`src/hdl/sha512_pkg.sv`:
```
// ----------------------------------------------------------------------------
// sha512_pkg
// types, round constants and helpers shared by the hasher modules
// ----------------------------------------------------------------------------
package sha512_pkg;

    localparam int BLOCK_BYTES = 128;
    localparam int FILL_W      = $clog2(BLOCK_BYTES);
    localparam int ROUNDS      = 80;
    localparam int ROUND_W     = $clog2(ROUNDS);

    localparam logic [FILL_W-1:0]  FILL_FULL  = FILL_W'(BLOCK_BYTES - 1);
    localparam logic [FILL_W-1:0]  FILL_LEN   = FILL_W'(BLOCK_BYTES - 16);
    localparam logic [ROUND_W-1:0] ROUND_LAST = ROUND_W'(ROUNDS - 1);
    localparam logic [7:0]         PAD_BYTE   = 8'h80;

    typedef enum logic [1:0] {
        BSEL_MSG  = 2'd0,
        BSEL_PAD  = 2'd1,
        BSEL_ZERO = 2'd2
    } byte_sel_t;

    typedef struct packed {
        logic      push_byte;
        byte_sel_t byte_sel;
        logic      push_len_hi;
        logic      push_len_lo;
        logic      capture_rest;
        logic      comp_load;
        logic      comp_round;
        logic      comp_add;
        logic      count_block;
        logic      out_next;
        logic      reinit;
    } dp_cmd_t;

    typedef struct packed {
        logic fill_full;
        logic fill_len;
        logic round_last;
        logic out_last;
    } dp_status_t;

    function automatic logic [63:0] iv_word(input logic [2:0] idx);
        logic [63:0] v;
        unique case (idx)
            3'd0: v = 64'h6a09e667f3bcc908;
            3'd1: v = 64'hbb67ae8584caa73b;
            3'd2: v = 64'h3c6ef372fe94f82b;
            3'd3: v = 64'ha54ff53a5f1d36f1;
            3'd4: v = 64'h510e527fade682d1;
            3'd5: v = 64'h9b05688c2b3e6c1f;
            3'd6: v = 64'h1f83d9abfb41bd6b;
            default: v = 64'h5be0cd19137e2179;
        endcase
        return v;
    endfunction

    function automatic logic [63:0] round_k(input logic [ROUND_W-1:0] idx);
        logic [63:0] k;
        unique case (idx)
            7'd0:  k = 64'h428a2f98d728ae22; 7'd1:  k = 64'h7137449123ef65cd;
            7'd2:  k = 64'hb5c0fbcfec4d3b2f; 7'd3:  k = 64'he9b5dba58189dbbc;
            7'd4:  k = 64'h3956c25bf348b538; 7'd5:  k = 64'h59f111f1b605d019;
            7'd6:  k = 64'h923f82a4af194f9b; 7'd7:  k = 64'hab1c5ed5da6d8118;
            7'd8:  k = 64'hd807aa98a3030242; 7'd9:  k = 64'h12835b0145706fbe;
            7'd10: k = 64'h243185be4ee4b28c; 7'd11: k = 64'h550c7dc3d5ffb4e2;
            7'd12: k = 64'h72be5d74f27b896f; 7'd13: k = 64'h80deb1fe3b1696b1;
            7'd14: k = 64'h9bdc06a725c71235; 7'd15: k = 64'hc19bf174cf692694;
            7'd16: k = 64'he49b69c19ef14ad2; 7'd17: k = 64'hefbe4786384f25e3;
            7'd18: k = 64'h0fc19dc68b8cd5b5; 7'd19: k = 64'h240ca1cc77ac9c65;
            7'd20: k = 64'h2de92c6f592b0275; 7'd21: k = 64'h4a7484aa6ea6e483;
            7'd22: k = 64'h5cb0a9dcbd41fbd4; 7'd23: k = 64'h76f988da831153b5;
            7'd24: k = 64'h983e5152ee66dfab; 7'd25: k = 64'ha831c66d2db43210;
            7'd26: k = 64'hb00327c898fb213f; 7'd27: k = 64'hbf597fc7beef0ee4;
            7'd28: k = 64'hc6e00bf33da88fc2; 7'd29: k = 64'hd5a79147930aa725;
            7'd30: k = 64'h06ca6351e003826f; 7'd31: k = 64'h142929670a0e6e70;
            7'd32: k = 64'h27b70a8546d22ffc; 7'd33: k = 64'h2e1b21385c26c926;
            7'd34: k = 64'h4d2c6dfc5ac42aed; 7'd35: k = 64'h53380d139d95b3df;
            7'd36: k = 64'h650a73548baf63de; 7'd37: k = 64'h766a0abb3c77b2a8;
            7'd38: k = 64'h81c2c92e47edaee6; 7'd39: k = 64'h92722c851482353b;
            7'd40: k = 64'ha2bfe8a14cf10364; 7'd41: k = 64'ha81a664bbc423001;
            7'd42: k = 64'hc24b8b70d0f89791; 7'd43: k = 64'hc76c51a30654be30;
            7'd44: k = 64'hd192e819d6ef5218; 7'd45: k = 64'hd69906245565a910;
            7'd46: k = 64'hf40e35855771202a; 7'd47: k = 64'h106aa07032bbd1b8;
            7'd48: k = 64'h19a4c116b8d2d0c8; 7'd49: k = 64'h1e376c085141ab53;
            7'd50: k = 64'h2748774cdf8eeb99; 7'd51: k = 64'h34b0bcb5e19b48a8;
            7'd52: k = 64'h391c0cb3c5c95a63; 7'd53: k = 64'h4ed8aa4ae3418acb;
            7'd54: k = 64'h5b9cca4f7763e373; 7'd55: k = 64'h682e6ff3d6b2b8a3;
            7'd56: k = 64'h748f82ee5defb2fc; 7'd57: k = 64'h78a5636f43172f60;
            7'd58: k = 64'h84c87814a1f0ab72; 7'd59: k = 64'h8cc702081a6439ec;
            7'd60: k = 64'h90befffa23631e28; 7'd61: k = 64'ha4506cebde82bde9;
            7'd62: k = 64'hbef9a3f7b2c67915; 7'd63: k = 64'hc67178f2e372532b;
            7'd64: k = 64'hca273eceea26619c; 7'd65: k = 64'hd186b8c721c0c207;
            7'd66: k = 64'heada7dd6cde0eb1e; 7'd67: k = 64'hf57d4f7fee6ed178;
            7'd68: k = 64'h06f067aa72176fba; 7'd69: k = 64'h0a637dc5a2c898a6;
            7'd70: k = 64'h113f9804bef90dae; 7'd71: k = 64'h1b710b35131c471b;
            7'd72: k = 64'h28db77f523047d84; 7'd73: k = 64'h32caab7b40c72493;
            7'd74: k = 64'h3c9ebe0a15c9bebc; 7'd75: k = 64'h431d67c49c100d4c;
            7'd76: k = 64'h4cc5d4becb3e42b6; 7'd77: k = 64'h597f299cfc657e2a;
            7'd78: k = 64'h5fcb6fab3ad6faec; 7'd79: k = 64'h6c44198c4a475817;
            default: k = 64'h0;
        endcase
        return k;
    endfunction

    function automatic logic [63:0] rotr64(input logic [63:0] x, input int n);
        return (x >> n) | (x << (64 - n));
    endfunction

endpackage

```
`src/hdl/sha512_ctrl.sv`:
```
// ----------------------------------------------------------------------------
// sha512_ctrl
// sequencer: byte intake, padding, compression passes and digest readout
// ----------------------------------------------------------------------------
module sha512_ctrl (
    input  logic                   clk,
    input  logic                   rst_n,
    input  logic                   in_valid,
    input  logic                   in_present,
    input  logic                   in_end,
    output logic                   in_ready,
    output logic                   out_valid,
    input  logic                   out_ready,
    input  sha512_pkg::dp_status_t status,
    output sha512_pkg::dp_cmd_t    cmd
);
    import sha512_pkg::*;

    typedef enum logic [9:0] {
        ST_IDLE  = 10'b0000000001,
        ST_PAD80 = 10'b0000000010,
        ST_PADZ  = 10'b0000000100,
        ST_LENHI = 10'b0000001000,
        ST_LENLO = 10'b0000010000,
        ST_LOAD  = 10'b0000100000,
        ST_ROUND = 10'b0001000000,
        ST_ADD   = 10'b0010000000,
        ST_OUT   = 10'b0100000000,
        ST_SPARE = 10'b1000000000
    } state_t;

    typedef enum logic [1:0] {
        RET_IDLE  = 2'd0,
        RET_PAD80 = 2'd1,
        RET_PADZ  = 2'd2,
        RET_OUT   = 2'd3
    } ret_t;

    state_t state_reg, state_next;
    ret_t   ret_reg, ret_next;
    logic   count_reg, count_next;

    always_ff @(posedge clk or negedge rst_n)
    begin
        if (!rst_n)
        begin
            state_reg <= ST_IDLE;
            ret_reg   <= RET_IDLE;
            count_reg <= 1'b0;
        end
        else
        begin
            state_reg <= state_next;
            ret_reg   <= ret_next;
            count_reg <= count_next;
        end
    end

    assign in_ready  = (state_reg == ST_IDLE);
    assign out_valid = (state_reg == ST_OUT);

    always_comb
    begin
        state_next = state_reg;
        ret_next   = ret_reg;
        count_next = count_reg;
        cmd        = '0;
        cmd.byte_sel = BSEL_MSG;
        unique case (state_reg)
            ST_IDLE:
            begin
                if (in_valid)
                begin
                    cmd.push_byte = in_present;
                    if (in_present && status.fill_full)
                    begin
                        state_next = ST_LOAD;
                        count_next = 1'b1;
                        ret_next   = in_end ? RET_PAD80 : RET_IDLE;
                    end
                    else if (in_end)
                    begin
                        state_next = ST_PAD80;
                    end
                end
            end
            ST_PAD80:
            begin
                cmd.capture_rest = 1'b1;
                cmd.push_byte    = 1'b1;
                cmd.byte_sel     = BSEL_PAD;
                if (status.fill_full)
                begin
                    state_next = ST_LOAD;
                    count_next = 1'b0;
                    ret_next   = RET_PADZ;
                end
                else
                begin
                    state_next = ST_PADZ;
                end
            end
            ST_PADZ:
            begin
                if (status.fill_len)
                begin
                    state_next = ST_LENHI;
                end
                else
                begin
                    cmd.push_byte = 1'b1;
                    cmd.byte_sel  = BSEL_ZERO;
                    if (status.fill_full)
                    begin
                        state_next = ST_LOAD;
                        count_next = 1'b0;
                        ret_next   = RET_PADZ;
                    end
                end
            end
            ST_LENHI:
            begin
                cmd.push_len_hi = 1'b1;
                state_next      = ST_LENLO;
            end
            ST_LENLO:
            begin
                cmd.push_len_lo = 1'b1;
                state_next      = ST_LOAD;
                count_next      = 1'b0;
                ret_next        = RET_OUT;
            end
            ST_LOAD:
            begin
                cmd.comp_load = 1'b1;
                state_next    = ST_ROUND;
            end
            ST_ROUND:
            begin
                cmd.comp_round = 1'b1;
                if (status.round_last)
                begin
                    state_next = ST_ADD;
                end
            end
            ST_ADD:
            begin
                cmd.comp_add    = 1'b1;
                cmd.count_block = count_reg;
                unique case (ret_reg)
                    RET_IDLE:  state_next = ST_IDLE;
                    RET_PAD80: state_next = ST_PAD80;
                    RET_PADZ:  state_next = ST_PADZ;
                    default:   state_next = ST_OUT;
                endcase
            end
            ST_OUT:
            begin
                if (out_ready)
                begin
                    cmd.out_next = 1'b1;
                    if (status.out_last)
                    begin
                        cmd.reinit = 1'b1;
                        state_next = ST_IDLE;
                    end
                end
            end
            default:
            begin
                state_next = ST_IDLE;
            end
        endcase
    end

endmodule

```
`config.mk`:
```
export PLATFORM = sky130hd
export DESIGN_NAME = sha512_ctrl
export DESIGN_NICKNAME = d
export VERILOG_FILES = /design/src/hdl/sha512_pkg.sv /design/src/hdl/sha512_ctrl.sv
export SDC_FILE = /design/constraint.sdc
export NUM_CORES = 1
export LEC_CHECK = 0
export BUFFER_PORTS_ARGS = -buffer_cell sky130_fd_sc_hd__buf_2
export CORE_MARGIN = 2
export CORE_UTILIZATION = 45
export CTS_BUF_LIST = sky130_fd_sc_hd__clkbuf_16
export DETAILED_ROUTE_END_ITERATION = 10
export PLACE_DENSITY = 0.81
export SETUP_SLACK_MARGIN = 0.3
export SYNTH_ARGS = -nofsm -noshare
export SYNTH_HDL_FRONTEND = slang
export SYNTH_SLANG_ARGS = --single-unit
```
`constraint.sdc`:
```
create_clock -name clk -period 1.9 [get_ports clk]
set_input_delay 0.095 -clock clk [delete_from_list [all_inputs] [get_ports clk]]
set_output_delay 0.095 -clock clk [all_outputs]
set_load 0.1 [all_outputs]
```
==> metrics.md <==
| Metric | Value |
|---|---|
| Slowest cell delay on critical path | `0.56 ns` |
| Fillers | `37` |
| Clock network fraction of total power | `0.139` |
| Core area | `approximately 1900 sq um` |
| Fin nets | `166` |
| # setup viols final | `22` |
| I/O pin count | `24` |
| Grt total ovfl | `0` |
| Net count after synthesis | `between 100 and 150` |
| Clk root buf | `clkbuf_16` |
| Via count | `~1200` |
| DRC errors left | `0` |
| Hold Crit Endpoint | `ret_reg[0]` |
| FF-to-FF setup slack | `-0.34 ns` |
| Commonest non-fill, non-tap cell in the layout | `buf_4` |
| N_diodes | `0` |
| Pint | `about 1500 uW` |
| Clk sinks | `12` |
| Relative slew slack | `0.719` |
| Setup Skew | `approximately 0.0012 ns` |
| Hold Crit Class | `in -> reg` |
| CP Class | `reg -> out` |
| P per Cell Area | `~1600 nW/um^2` |
| Post-Synthesis Cells | `95` |
| CP max-delay cell | `or4_4` |
| Total track usage | `0.372` |
| Hold slack final | `about 0.17 ns` |
| Violated checks | `setup timing` |
| Fmax | `between 400 and 500 MHz` |
| Hold path depth | `3` |
| Number of port buffers | `23` |
| Placed cell area | `1430 sq um` |
| H-tree levels | `1` |
| Final wirelength | `around 5300 microns` |
| R2r endpoint | `state_reg[2]` |
| Max-slew violation count | `0` |
| Largest net degree at the start of global routing | `13` |
| Post-Syn Area | `around 900 sq um` |
| Seq cells post-synth | `12` |
| Post-synth ARST share | `1.00` |
| Initial core utilization | `0.466` |
| Critical Path RT | `about 1.8 ns` |
| RSZ-0062 raised after global routing | `true` |
| CTS tree | `built` |
| Seq/Total Area, Yosys | `0.337` |
| Critical path launch point type | `flip-flop` |
| First-pass GRT wire length | `around 6500 microns` |
| Final Util | `0.961` |
| HP Start | `in_end` |
| Slew at the pin closest to its max-slew limit | `0.421 ns` |
| Standard-cell rows | `16` |
| EDFF count, synth | `0` |
| Worst r2r path cells | `9` |
| Clock Latency Late Sink | `0.24 ns` |
| Gp weighted congestion | `~0.92` |
| CP most frequent cell | `buf_12` |
| Vias in the first global route | `around 1200` |
| Avg Inst Size Synth | `9.43 sq um` |
| Sequential Power Share | `0.151` |
| Endpoints failing hold | `0` |
| Worst-path cell chain | `or4_4, or3_4, buf_12, nor3_4, buf_12` |
| Chip width | `48.6 microns` |
| Crit end category | `primary output` |
| Post-route ant nets | `0` |
| Routed vias/inst | `roughly 6.7` |
| Share of layout cells above drive strength 1 | `0.645` |
| Sw Ratio | `0.475` |
| RR Startpoint | `state_reg[3]` |
| Synth-to-Final Area Change | `106%` |
| Pleak | `0.000807 uW` |
| Crit share post-route | `1.20` |
| Worst path arrival time | `about 2.2 ns` |
| Design Area, Final | `around 1800 sq um` |
| Initial DRC count | `between 60 and 70` |
| Sw power | `1380 uW` |
| Netlist cell types | `44` |
| DIE AREA | `2360 sq um` |
| Peak supply drop | `~1300 uV` |
| CTS clk-pin slew, worst paths | `0.05 ns` |
| Setup WS post-layout | `-0.378 ns` |
| Top_reg_cell synth | `dfrtp_1` |
| Max reg flops | `9` |
| DP Wirelength | `between 2000 and 2500 microns` |
| Status | `finished, violations left` |
| DR pass1 iterations | `5` |
| Fin crit period | `around 2.3 ns` |
| Most frequent cells in the layout | `buf_4 (24), buf_12 (15), buf_6 (12), dfrtp_1 (9), buf_2 (9)` |
| Die H | `48.6 microns` |
| Syn. warnings | `0` |
| Largest fanout on the critical path | `4` |
| Wire per inst | `a little under 30 microns` |
| Max Cap Violations | `0` |
| Combinational Power Share | `0.711` |
| Clock buffer count from CTS | `3` |
| Maximum buffer depth of the clock tree | `2` |
| Initial antenna violation count | `0` |
==> how the worst max path moves through the flow <==
stage                       from           end  slack, ns  cells past startpoint
global route        state_reg[3]        cmd[4]      -0.38                      5
detailed placement  state_reg[0]       cmd[11]      -0.05                      5
floorplan           state_reg[2]  state_reg[6]      -0.88                      5
finish              state_reg[3]        cmd[4]      -0.38                      5
CTS                 state_reg[3]        cmd[3]      -0.25                      7
global placement    state_reg[3]        cmd[5]      0.007                      4
==> repair_timing <==
action                                 4_1_cts  5_1_grt
hold buffers                                 1        0
setup endpoints to repair                   24       24
endpoints found under the hold margin       12        0
gates resized for setup                     26       10
pin swaps                                    8        9
setup buffers                               14        7
==> synth_stat cells (all sizes together), types with 3 or more instances <==
| cell type | number | area share |
|---|---|---|
| nor3 | 5 | 0.039 |
| o22ai | 3 | 0.021 |
| nor2 | 6 | 0.025 |
| buf | 4 | 0.046 |
| inv | 5 | 0.021 |
| dfrtp | 11 | 0.31 |
| xor2 | 3 | 0.029 |
| nand2 | 7 | 0.029 |
| o21ai | 5 | 0.028 |
| a21oi | 4 | 0.022 |
| nor2b | 4 | 0.028 |
| nor4b | 4 | 0.046 |
| nor4 | 4 | 0.068 |
==> kinds of logic (layout without fill, tap and decap cells) <==
family,count (synthesis),in the layout,share of synthesized area
DFF,12,12,0.337
muxes,1,1,0.0112
AOI/OAI and AO/OA,20,20,0.141
buffers and inverters,10,70,0.0712
and+or+nand+nor,49,49,0.411
xor gates and xnor gates,3,3,0.0293
==> power by group through the flow <==
stage | Sequential [uW] | Clock [uW] | Combinational [uW]
2_1_floorplan | 407 | 0 | 992
3_3_place_gp | 405 | 0 | 1340
3_5_place_dp | 409 | 0 | 1390
4_1_cts | 408 | 394 | 1730
5_1_grt | 436 | 418 | 2140
6_report | 439 | 405 | 2070
==> metal layers <==
metal | vias up | GRT usage | share of wire
met5 | - | 0 | 0
met4 | 0 | 0.0952 | 0.098
met3 | 53 | 0.0586 | 0.096
met2 | 115 | 0.655 | 0.47
met1 | 582 | 0.473 | 0.34
li1 | 468 | - | -
==> critical path: cells and delay by family (launching register included) <==
kind | cells | cell delay (ns)
flops | 1 | 0.41
simple gates | 3 | 1.16
buf+inv | 2 | 0.37
==> layout make-up <==
cell class	instances	area, sq um	share of cell area
Multi-Input combinational cell	73	737	0.399
Timing Repair Buffer	61	671	0.363
Sequential cell	12	304	0.165
Clock buffer	3	75.1	0.0407
Tap cell	27	33.8	0.0183
Inverter	5	22.5	0.0122
Clock inverter	1	3.75	0.00203
==> metrics by stage <==
stage                     setup TNS, ns  power, uW  instances  worst slack, ns
after floorplan                   -9.10       1400         95           -0.885
after global placement                0       1750        156          0.00749
after detailed placement         -0.163       1800        156          -0.0505
after CTS                         -2.09       2530        175           -0.246
after global routing              -4.76       2990        182           -0.378
final                             -4.63       2920        182           -0.378
(Power assumes the default switching activity.)
